===== config.mk =====
export PLATFORM = sky130hd
export DESIGN_NAME = c3z_cell
export DESIGN_NICKNAME = d
export VERILOG_FILES = /design/src/hdl/c3z_pkg.sv /design/src/hdl/c3z_cell.sv
export SDC_FILE = /design/constraint.sdc
export NUM_CORES = 1
export LEC_CHECK = 0
export BUFFER_PORTS_ARGS = -buffer_cell sky130_fd_sc_hd__buf_2
export CELL_PAD_IN_SITES_DETAIL_PLACEMENT = 0
export CELL_PAD_IN_SITES_GLOBAL_PLACEMENT = 1
export CORE_MARGIN = 2
export CORE_UTILIZATION = 49
export CTS_BUF_LIST = sky130_fd_sc_hd__clkbuf_2 sky130_fd_sc_hd__clkbuf_4 sky130_fd_sc_hd__clkbuf_8
export DETAILED_ROUTE_END_ITERATION = 8
export HOLD_SLACK_MARGIN = 0.06
export PLACE_DENSITY_LB_ADDON = 0.3
export SLEW_MARGIN = 30
export SYNTH_ARGS = -nofsm -noshare
export SYNTH_HDL_FRONTEND = slang
export SYNTH_SLANG_ARGS = --single-unit
export TNS_END_PERCENT = 50

===== constraint.sdc =====
create_clock -name clk_i -period 8.37 [get_ports clk_i]
set_input_delay 1.674 -clock clk_i [delete_from_list [all_inputs] [get_ports clk_i]]
set_output_delay 1.674 -clock clk_i [all_outputs]
set_load 0.1 [all_outputs]

===== src/hdl/c3z_pkg.sv =====
package c3z_pkg;

  localparam int MAX_WIDTH_DEF  = 1024;
  localparam int MAX_HEIGHT_DEF = 1024;

  localparam int PIX_W       = 8;
  localparam int TAP_W       = 8;
  localparam int PSUM_W      = 19;
  localparam int SUM_W       = 21;
  localparam int CFG_DIM_W   = 11;
  localparam int CFG_TAPS_W  = 24;
  localparam int CFG_SHIFT_W = 4;
  localparam int CFG_IDX_W   = 3;
  localparam int CFG_DATA_W  = 24;

  localparam logic [CFG_DIM_W-1:0]   RST_WIDTH   = 11'd1024;
  localparam logic [CFG_DIM_W-1:0]   RST_HEIGHT  = 11'd1024;
  localparam logic [CFG_TAPS_W-1:0]  RST_TAPS_T  = 24'd256;
  localparam logic [CFG_TAPS_W-1:0]  RST_TAPS_M  = 24'd66561;
  localparam logic [CFG_TAPS_W-1:0]  RST_TAPS_B  = 24'd256;
  localparam logic [CFG_SHIFT_W-1:0] RST_SHIFT   = 4'd3;

  typedef enum logic [CFG_IDX_W-1:0] {
    REG_WIDTH    = 3'd0,
    REG_HEIGHT   = 3'd1,
    REG_TAPS_TOP = 3'd2,
    REG_TAPS_MID = 3'd3,
    REG_TAPS_BOT = 3'd4,
    REG_SHIFT    = 3'd5
  } cfg_reg_e;

  typedef struct packed {
    logic [PIX_W-1:0] top;
    logic [PIX_W-1:0] mid;
    logic [PIX_W-1:0] bot;
  } col_t;

  typedef struct packed {
    logic signed [TAP_W-1:0] top;
    logic signed [TAP_W-1:0] mid;
    logic signed [TAP_W-1:0] bot;
  } taps_t;

  typedef struct packed {
    logic col;
    logic top;
    logic bot;
  } zero_t;

endpackage


===== src/hdl/c3z_cell.sv =====
module c3z_cell import c3z_pkg::*; (
  input  logic                     clk_i,
  input  logic                     shift_en_i,
  input  logic                     calc_en_i,
  input  col_t                     col_i,
  input  taps_t                    taps_i,
  input  zero_t                    zero_i,
  output col_t                     col_o,
  output logic signed [PSUM_W-1:0] psum_o
);

  col_t                     col_q;
  logic signed [PSUM_W-1:0] psum_d, psum_q;
  logic signed [PIX_W:0]    top_s, mid_s, bot_s;

  always_comb begin
    top_s = (zero_i.col || zero_i.top) ? '0 : $signed({1'b0, col_i.top});
    mid_s = zero_i.col ? '0 : $signed({1'b0, col_i.mid});
    bot_s = (zero_i.col || zero_i.bot) ? '0 : $signed({1'b0, col_i.bot});
    psum_d = PSUM_W'(top_s * taps_i.top) + PSUM_W'(mid_s * taps_i.mid)
           + PSUM_W'(bot_s * taps_i.bot);
  end

  always_ff @(posedge clk_i) begin
    if (shift_en_i) begin
      col_q <= col_i;
    end
    if (calc_en_i) begin
      psum_q <= psum_d;
    end
  end

  assign col_o  = col_q;
  assign psum_o = psum_q;

endmodule


# Word-level counts from Yosys, hierarchy flattened
# Index checks and enable logic that the tools add are counted.
classes:
  add_sub_neg: 2
  n_mul: 3
  mux: 3
  n_reduce_logical: 2
ops:
  columns: ["cell", "count"]
  rows:
  - ["$mul A9 B8 Y17", 3]
  - ["$mux W8", 3]
  - ["$add A18 B17 Y19", 1]
  - ["$add A17 B17 Y18", 1]
  - ["$logic_or A1 B1 Y1", 2]
word_totals:
  ff_bits: 43
  in_bits: 54
  output_inout_bits: 43
  elab_cells: 14

# Longest topological paths before layout
# Gate-level depths: netlist (run 1).
logic_depth:
  ltp_word: 5
  depth_mapped: 25
  mapped_depth_nobuf: 23

# Worst setup path before layout (run 1)
# OpenSTA, ideal clock, no wires.
synth_timing:
  path_kind: "in2reg"
  from: "input port zero_i[2] (netlist bit)"
  to: "register psum_q[15] (netlist: psum_o[15]) (data pin)"
  arrival_ns: 7.488
  setup_slack_ns: 0.618
  path_stages: 23
  path_cell_list: "clkbuf_1 -> nor2_1 -> clkbuf_1 -> nand3_1 -> fa_1 -> inv_1 -> fa_1 -> inv_1 -> fa_1 -> fa_1 -> inv_1 -> fa_1 -> fa_1 -> inv_1 -> fa_1 -> inv_1 -> ha_1 -> a21o_1 -> a21oi_1 -> nand3_1 -> a31oi_1 -> o21bai_1 -> xor2_1"
synth_between:
  elab_chain_len: 5
  word_cells_on_any_way: 10
  cone_classes: "add/sub: 2; mul: 3; mux: 3; reduce/logical: 2"
synth_lines:
  columns: ["element", "line_no", "rtl"]
  rows:
  - ["start, declared", "c3z_cell.sv:7", "input zero_t zero_i,"]
  - ["$logic_or A1 B1 Y1", "c3z_cell.sv:17", "top_s = (zero_i.col || zero_i.top) ? '0 : $signed({1'b0, col_i.top});"]
  - ["$mux W8", "c3z_cell.sv:17", null]
  - ["$mul A9 B8 Y17", "c3z_cell.sv:20", "psum_d = PSUM_W'(top_s * taps_i.top) + PSUM_W'(mid_s * taps_i.mid)"]
  - ["$add A17 B17 Y18", "c3z_cell.sv:20", null]
  - ["$add A18 B17 Y19 (*)", "c3z_cell.sv:21", "+ PSUM_W'(bot_s * taps_i.bot);"]
  - ["net psum_d[15]", "c3z_cell.sv:13", "logic signed [PSUM_W-1:0] psum_d, psum_q;"]
  - ["end signal, assigned", "c3z_cell.sv:29", "psum_q <= psum_d;"]
  - ["end, declared", "c3z_cell.sv:13", null]
# The timed path passes the listed nets; every way through them passes the cells marked *.
# A chain may end at the register's enable or synchronous reset.

# Worst setup path in the final report (run 1)
layout_timing:
  from: "input port zero_i[2] (netlist bit)"
  to: "register psum_q[18] (netlist: psum_o[18]) (data pin)"
# Same word-level chain as after synthesis.

==> results.ini, run 1 <==
[outcome]
status = completed

[route]
remaining_drc_errors = 0
routedWlPerCell_um = 15.8
vias = 6111
ant_nets = 0
drt_iter0_markers = 254
drt_pass1_iterations = 4
viasPerCell = 5.11
wirelength_um = 18800

[logic_synthesis]
synth.distinct_cells = 37
syn_area_um2 = 8710
synthTopCellsByArea = fa_1, ha_1, edfxtp_1
yosysTopAreaCell = fa_1
syn_nets = 1201
synth_top_cell_area_share = 0.382
syn_inst = 870
ys_seq_area_frac = 0.148
syn_avg_cell_area_um2 = 10.0
yosys_register_bits = 43
synth_warnings = 0

[global_routing]
grt_pass1_wl_um = 31500
grt_pass1_vias = 6459
overflow = 0
grt_max_degree = 65
antenna_found_initial = 0
grtUsageTotal = 0.219

[worst_setup_path]
timing.critical_path.required_ps = 8460
crit_family = adder cells
path_buf_inv = 6
crit_arrival_ps = 7690
slowest_stage = fa_1
crit_fanout = 64
end_kind = register
critPathMaxStageDelay_ps = 590
path_cells = buf_2 > nor2_2 > buf_12 > and3_1 > fa_1 > fa_1 > inv_1 > fa_1 > inv_1 > fa_1 > fa_1 > fa_1 > inv_1 > fa_1 > inv_1 > ha_1 > nand4_1 > a31oi_2 > o21ai_2 > o31ai_2 > xnor2_1
start_kind = input port
crit_top_cell = fa_1
path_class = input port to register

[final_layout]
utilization = 0.555
final_cell_mix = inv_1, fa_1, ha_1, buf_2, and3_1
drive_gt1_frac = 0.127
area.growth.synth_to_final_pct = 10.6
layout_commonest_cell = inv_1
final_nets = 1300

[timing]
slew_headroom = 0.515
report.final.slew_viol_count = 0
tns_ps = 0
period_minus_slack_ps = 7600
setup_violations = 0
tightest_slew_ps = 727
clock.fmax_mhz = 132
hold_viol = 0
holdWs_ps = 1520
post-route-period-util = 0.908
rsz0062_at_grt = no

[power_and_ir_drop]
seqPwrFrac = 0.130
internal-power_mw = 1.37
p_leak_nw = 5.33
powerDensity_nw_per_um2 = 315
p_clk_frac = 0.061
switchingPower_mw = 1.67
p_comb_frac = 0.809
switching_share = 0.551
ir_drop_mv = 0.390
p_total_mw = 3.04

[cts]
cts_resized = 0
htree_levels = 2
cts_hold_buf = 0
clock_sinks = 43
numCtsBuffers = 5
cts-root-buf = clkbuf_8
path_clk_slew_ps = 110
clk_path_buf_depth = 2
post-cts-setup-buffers = 0
cts_tree = done

[placement]
place.gp.congestion = 0.846
io_buffers = 96
hpwl_um = 15900

[run]
drv_cap = 0

[floorplan]
fp.coreArea_um2 = 17400
start_util = 0.502
dieArea_um2 = 18900
ioPinCount = 97
die_y_um = 137
die_w_um = 137
num_rows = 48

[worst_hold_path]
min_path_type = input port to register

## cell usage after synthesis (all sizes together)
| cell | number |
|---|---|
| nand3b | 1 |
| o21ai | 2 |
| nand2b | 5 |
| o311ai | 1 |
| nand2 | 38 |
| o2111ai | 2 |
| nand4 | 2 |
| fa | 166 |
| a31oi | 4 |
| o21a | 3 |
| clkbuf | 14 |
| xnor2 | 11 |
| edfxtp | 43 |
| and2b | 1 |
| nand3 | 34 |
| ha | 111 |
| nor2 | 12 |
| or4 | 1 |
| a21oi | 17 |
| and2 | 36 |
| a21o | 5 |
| o21bai | 1 |
| xor2 | 5 |
| o31ai | 1 |
| and3 | 85 |
| nor2b | 8 |
| a21boi | 8 |
| nor4 | 1 |
| mux2i | 1 |
| nor3 | 4 |
| inv | 247 |
## sequential cells by signal (all words and copies together) (netlist names)
signal  cells
col_o      24
psum_o     19
## layer usage
layer	global-route usage	vias to the layer above	routed length, um
met5	0	-	0
met4	0.0693	0	485
met3	0.0280	29	798
met2	0.378	137	9710
met1	0.288	3045	7850
li1	-	2900	-
## final timing paths
check / startpoint / slack (ps) / end / cells after the start
max: zero_i[2] / 770 / psum_o[18] / 21
min: col_i[13] / 1520 / col_o[13] / 1
## power groups by stage
stage / clock (mW) / combinational [mW] / sequential [mW]
3_5_place_dp: 0 / 2.48 / 0.401
3_3_place_gp: 0 / 2.45 / 0.401
6_report: 0.185 / 2.46 / 0.396
4_1_cts: 0.195 / 2.49 / 0.397
5_1_grt: 0.199 / 2.74 / 0.401
2_1_floorplan: 0 / 1.58 / 0.783
## layout make-up
type	instances	area, um2
multi-input combinational	566	6450
fill	1639	7720
sequential	43	1290
tap	225	282
timing repair buffer	106	568
clock buffer	5	68.8
antenna	1	2.50
clock inverter	3	46.3
inverter	247	927
## stage by stage
| step | std cells | cell area (um2) | worst slack, ps |
|---|---|---|---|
| 2_1_floorplan | 870 | 8710 | 618 |
| 3_3_place_gp | 1187 | 9510 | 448 |
| 3_5_place_dp | 1187 | 9510 | 409 |
| 4_1_cts | 1195 | 9630 | 779 |
| 5_1_grt | 1195 | 9630 | 509 |
| 6_report | 1196 | 9630 | 768 |
## cells by family after synthesis
family | Yosys count | share of synthesized area
buffers and inverters | 261 | 0.113
xor gates and xnor gates | 16 | 0.0161
DFF | 43 | 0.148
adders and majority gates | 277 | 0.541
AOI/OAI and AO/OA | 44 | 0.0358
muxes | 1 | 0.00115
and+or+nand+nor | 228 | 0.145
Note: power is estimated with default switching activity, not from simulation.
==> run 2, diff against run 1 <==
CELL_PAD_IN_SITES_DETAIL_PLACEMENT = not set   (was 0)
CELL_PAD_IN_SITES_GLOBAL_PLACEMENT = not set   (was 1)
CORE_UTILIZATION = 56   (was 49)
CTS_CLUSTER_SIZE = 28   (was not set)
==> results.ini, run 2 (synthesis gave the netlist of run 1 again) <==
[cts]
path_clk_slew_ps = 110  ; about the same
htree_levels = 2  ; unchanged
cts_tree = done  ; unchanged
clock_sinks = 43  ; unchanged
cts-root-buf = clkbuf_8  ; unchanged
post-cts-setup-buffers = 0  ; unchanged
cts_hold_buf = 0  ; unchanged
cts_resized = 0  ; unchanged
clk_path_buf_depth = 2  ; unchanged
numCtsBuffers = 5  ; unchanged

[power_and_ir_drop]
p_comb_frac = 0.812  ; was 0.809
seqPwrFrac = 0.129  ; was 0.130
switchingPower_mw = 1.72  ; was 1.67 mW
ir_drop_mv = 0.475  ; was 0.390 mV
p_leak_nw = 5.32  ; was 5.33 nW
powerDensity_nw_per_um2 = 323  ; was 315 nW/um2
p_clk_frac = 0.060  ; was 0.061
internal-power_mw = 1.37  ; about the same
switching_share = 0.556  ; was 0.551

[route]
routed-wl-met3_um = 1090  ; was 798 um
routedWlPerCell_um = 16.4  ; was 15.8 um
drt_pass1_iterations = 5  ; was 4
remaining_drc_errors = 0  ; unchanged
viasPerCell = 5.41  ; was 5.11
met2_length_um = 9990  ; was 9710 um
top_layer = met4  ; unchanged
met1_length_um = 7390  ; was 7850 um
wirelength_um = 19000  ; was 18800 um
drt_iter0_markers = 415  ; was 254
ant_nets = 0  ; unchanged
vias = 6259  ; was 6111

[floorplan]
die_y_um = 129  ; was 137 um
num_rows = 45  ; was 48
die_w_um = 129  ; was 137 um
fp.coreArea_um2 = 15200  ; was 17400 um2
ioPinCount = 97  ; unchanged
dieArea_um2 = 16600  ; was 18900 um2
start_util = 0.573  ; was 0.502

[worst_hold_path]
min_path_type = input port to register  ; unchanged

[worst_setup_path]
start_kind = input port  ; unchanged
timing.critical_path.required_ps = 8470  ; was 8460 ps
crit_arrival_ps = 7730  ; was 7690 ps
end_kind = register  ; unchanged
path_class = input port to register  ; unchanged
crit_fanout = 45  ; was 64

[run]
drv_cap = 0  ; unchanged

[final_layout]
antennaDiodeCount = 0  ; was 1
layoutNonFillerInstCount = 1157  ; was 1196
fillers = 1282  ; was 1639
seqCellArea_um2 = 1290  ; unchanged
final_nets = 1299  ; was 1300
stdcell_area_um2 = 9560  ; was 9630 um2
final_cell_mix = inv_1, fa_1, ha_1, buf_2, and3_1  ; unchanged
area.growth.synth_to_final_pct = 9.83  ; was 10.6%
largest_register_ffs = 24  ; unchanged
multiInputGateArea_um2 = 6450  ; unchanged
layout_commonest_cell = inv_1  ; unchanged
utilization = 0.629  ; was 0.555
drive_gt1_frac = 0.126  ; was 0.127

[placement]
placed_area_um2 = 9450  ; was 9510 um2
post-place-cells = 1149  ; was 1187
place.gp.congestion = 0.862  ; was 0.846
io_buffers = 96  ; unchanged
hpwl_um = 15800  ; was 15900 um

[timing]
rsz0062_at_grt = no  ; unchanged
clock.fmax_mhz = 131  ; was 132 MHz
report.final.slew_viol_count = 0  ; unchanged
hold_viol = 0  ; unchanged
tightest_slew_ps = 725  ; was 727 ps
tns_ps = 0  ; unchanged
post-route-period-util = 0.913  ; was 0.908
period_minus_slack_ps = 7640  ; was 7600 ps
setup_violations = 0  ; unchanged
slew_headroom = 0.517  ; was 0.515

[global_routing]
grt_pass1_wl_um = 31600  ; was 31500 um
grtUsageTotal = 0.248  ; was 0.219
grt_max_degree = 46  ; was 65
overflow = 0  ; unchanged
grt_pass1_vias = 6582  ; was 6459
antenna_found_initial = 1  ; was 0

[outcome]
status = completed  ; unchanged

==> run 2: cell types whose count changed in the layout (fill, tap and decap cells not counted) <==
cell | previous run | this run
buf_12 | 1 | 0
diode_2 | 1 | 0
==> run 2: final cells by class <==
| type | count | area share |
|---|---|---|
| multi-input cells | 566 | 0.674 |
| repair buffers | 105 | 0.0573 |
| clock buffers | 5 | 0.00720 |
| flip-flops and latches | 43 | 0.135 |
| well taps | 188 | 0.0246 |
| clock inverters | 3 | 0.00484 |
| inverters | 247 | 0.0970 |
==> run 2: power groups by stage <==
stage,registers (mW),logic [mW],clock network [mW]
after floorplan,0.783,1.58,0
after global placement,0.400,2.40,0
after detailed placement,0.401,2.48,0
after CTS,0.397,2.50,0.187
after global routing,0.401,2.76,0.195
final,0.396,2.50,0.184
==> run 2: critical path, stage by stage <==
cell     delay (ps)
buf_2           190
nor2_2          120
buf_4           320
nand3_1         160
fa_1            540
inv_1            50
fa_1            530
inv_1            60
fa_1            500
fa_1            510
inv_1            50
fa_1            530
fa_1            510
inv_1            50
fa_1            480
inv_1            50
ha_1            370
nand4_1         180
a31oi_2         340
o21ai_2         130
o31ai_2         270
xnor2_1         110
==> run 2: worst paths after layout <==
path	start	to	slack, ps	cells past startpoint
worst max-delay path	zero_i[2]	psum_o[18]	730	22
worst min-delay path	col_i[14]	col_o[14]	1520	1
==> run 2: per-stage QoR <==
stage	hold slack [ps]	setup WS, ps	power, mW
after floorplan	1770	618	2.36
after global placement	1870	556	2.80
after detailed placement	1860	379	2.89
after CTS	1510	760	3.08
after global routing	1510	415	3.36
final	1520	732	3.08
==> run 2: routing by layer <==
| layer | vias to the layer above | track usage |
|---|---|---|
| li1 | 2890 | - |
| met1 | 3140 | 0.313 |
| met2 | 198 | 0.441 |
| met3 | 31 | 0.0349 |
| met4 | 0 | 0.0799 |
| met5 | - | 0 |
==> run 3, diff against run 2 <==
--- a/config.mk
+++ b/config.mk
@@ -7,6 +7,8 @@
 export LEC_CHECK = 0
 export BUFFER_PORTS_ARGS = -buffer_cell sky130_fd_sc_hd__buf_2
+export CELL_PAD_IN_SITES_DETAIL_PLACEMENT = 1
+export CELL_PAD_IN_SITES_GLOBAL_PLACEMENT = 1
 export CORE_MARGIN = 2
-export CORE_UTILIZATION = 56
+export CORE_UTILIZATION = 44
 export CTS_BUF_LIST = sky130_fd_sc_hd__clkbuf_2 sky130_fd_sc_hd__clkbuf_4 sky130_fd_sc_hd__clkbuf_8
 export CTS_CLUSTER_SIZE = 28
==> constraint.sdc (replaced) <==
create_clock -name clk_i -period 7 [get_ports clk_i]
set_input_delay 1.4 -clock clk_i [delete_from_list [all_inputs] [get_ports clk_i]]
set_output_delay 1.4 -clock clk_i [all_outputs]
set_load 0.01 [all_outputs]
==> results.ini, run 3 (synthesis gave the netlist of run 1 again) <==
[worst_setup_path]
crit_fanout = 18  ; was 45
path_class = input port to register  ; unchanged
crit_family = adder cells  ; unchanged
path_cells = buf_4 > nor2_4 > buf_12 > nand3_1 > fa_1 > inv_1 > fa_1 > inv_1 > fa_2 > inv_1 > fa_1 > fa_2 > fa_1 > inv_1 > fa_1 > inv_1 > ha_4 > and2b_1 > o2111ai_2 > nand3_2 > a31oi_1 > o21bai_1 > xor2_1  ; was buf_2 > nor2_2 > buf_4 > nand3_1 > fa_1 > inv_1 > fa_1 > inv_1 > fa_1 > fa_1 > inv_1 > fa_1 > fa_1 > inv_1 > fa_1 > inv_1 > ha_1 > nand4_1 > a31oi_2 > o21ai_2 > o31ai_2 > xnor2_1
timing.critical_path.required_ps = 7090  ; was 8470 ps
slowest_stage = fa_2  ; was fa_1
start_kind = input port  ; unchanged
critPathMaxStageDelay_ps = 580  ; was 540 ps
end_kind = register  ; unchanged
crit_arrival_ps = 7050  ; was 7730 ps
path_buf_inv = 7  ; unchanged

[route]
met2_length_um = 12100  ; was 9990 um
drt_iter0_markers = 318  ; was 415
remaining_drc_errors = 0  ; unchanged
routed-wl-met3_um = 744  ; was 1090 um
ant_nets = 0  ; unchanged
drt_pass1_iterations = 4  ; was 5
vias = 6511  ; was 6259
top_layer = met4  ; unchanged
routedWlPerCell_um = 17.4  ; was 16.4 um
viasPerCell = 5.03  ; was 5.41
wirelength_um = 22600  ; was 19000 um
met1_length_um = 8960  ; was 7390 um

[timing]
post-route-period-util = 0.994
holdWs_ps = 1260  ; was 1520 ps
tightest_slew_ps = 748  ; was 725 ps
clock.fmax_mhz = 144
slew_headroom = 0.501  ; was 0.517
hold_viol = 0  ; unchanged
setup_violations = 0  ; unchanged
rsz0062_at_grt = yes  ; was no
report.final.slew_viol_count = 0  ; unchanged
period_minus_slack_ps = 6960

[floorplan]
dieArea_um2 = 20900  ; was 16600 um2
ioPinCount = 97  ; unchanged
fp.coreArea_um2 = 19500  ; was 15200 um2
die_y_um = 145  ; was 129 um
die_w_um = 145  ; was 129 um
start_util = 0.447  ; was 0.573
num_rows = 51  ; was 45

[placement]
hpwl_um = 19400  ; was 15800 um
io_buffers = 96  ; unchanged
place.gp.congestion = 0.865  ; was 0.862

[run]
drv_cap = 0  ; unchanged

[global_routing]
grt_pass1_wl_um = 37000  ; was 31600 um
grt_max_degree = 36  ; was 46
grtUsageTotal = 0.235  ; was 0.248
antenna_found_initial = 0  ; was 1
grt_pass1_vias = 7484  ; was 6582
overflow = 0  ; unchanged

[outcome]
status = completed  ; unchanged

[final_layout]
final_cell_mix = inv_1, fa_1, ha_1, buf_2, and3_1  ; unchanged
largest_register_ffs = 24  ; unchanged
final_nets = 1359  ; was 1299
drive_gt1_frac = 0.193  ; was 0.126
layout_commonest_cell = inv_1  ; unchanged
area.growth.synth_to_final_pct = 17.7  ; was 9.83%
fillers = 2237  ; was 1282
utilization = 0.527  ; was 0.629

[power_and_ir_drop]
ir_drop_mv = 0.470  ; was 0.475 mV
powerDensity_nw_per_um2 = 383  ; was 323 nW/um2
p_leak_nw = 5.63  ; was 5.32 nW

[cts]
clk_path_buf_depth = 2  ; unchanged
htree_levels = 2  ; unchanged
cts-root-buf = clkbuf_8  ; unchanged
clock_sinks = 43  ; unchanged
numCtsBuffers = 5  ; unchanged
path_clk_slew_ps = 100  ; was 110 ps
cts_tree = done  ; unchanged

[worst_hold_path]
min_path_type = input port to register  ; unchanged

run 3: metal layers:
metal / up-vias / global-route usage
met2: 134 / 0.430
met5: - / 0
met1: 3323 / 0.281
met3: 42 / 0.0270
li1: 3012 / -
met4: 0 / 0.0961
run 3: area by class of cell:
type | count | area [um2] | share of cell area
Antenna cell | 1 | 2.50 | 0.000244
Clock buffer | 5 | 68.8 | 0.00671
Clock inverter | 2 | 13.8 | 0.00134
Inverter | 247 | 927 | 0.0905
Multi-Input combinational cell | 566 | 6570 | 0.641
Sequential cell | 43 | 1290 | 0.126
Tap cell | 265 | 332 | 0.0323
Timing Repair Buffer | 165 | 1050 | 0.102
run 3: timing repair:
action,CTS,global route
gates resized for setup,4,12
buffers inserted,0,1
hold buffers,0,0
cloned,0,1
endpoints found under the setup margin,5,7
run 3: worst paths after layout:
kind / startpoint / endpoint / slack, ps / cells past startpoint
worst max-delay path: zero_i[2] / psum_o[15] / 40 / 23
worst min-delay path: col_i[13] / col_o[13] / 1260 / 1
run 3: power by group:
group | switching [mW] | total (mW) | internal, mW
Sequential | 0.0147 | 0.474 | 0.459
Clock | 0.105 | 0.174 | 0.0687
Combinational | 1.72 | 3.28 | 1.56
run 3: stage by stage:
stage	area, um2	worst slack (ps)	power [mW]	TNS (ps)	cells
6_report	10200	39.3	3.93	0	1294
5_1_grt	10200	-168	4.31	-658	1293
4_1_cts	10200	6.01	3.83	0	1291
3_5_place_dp	10100	-469	3.63	-3490	1284
3_3_place_gp	10100	-310	3.53	-1940	1284
2_1_floorplan	8800	-22.9	2.47	-41.9	870
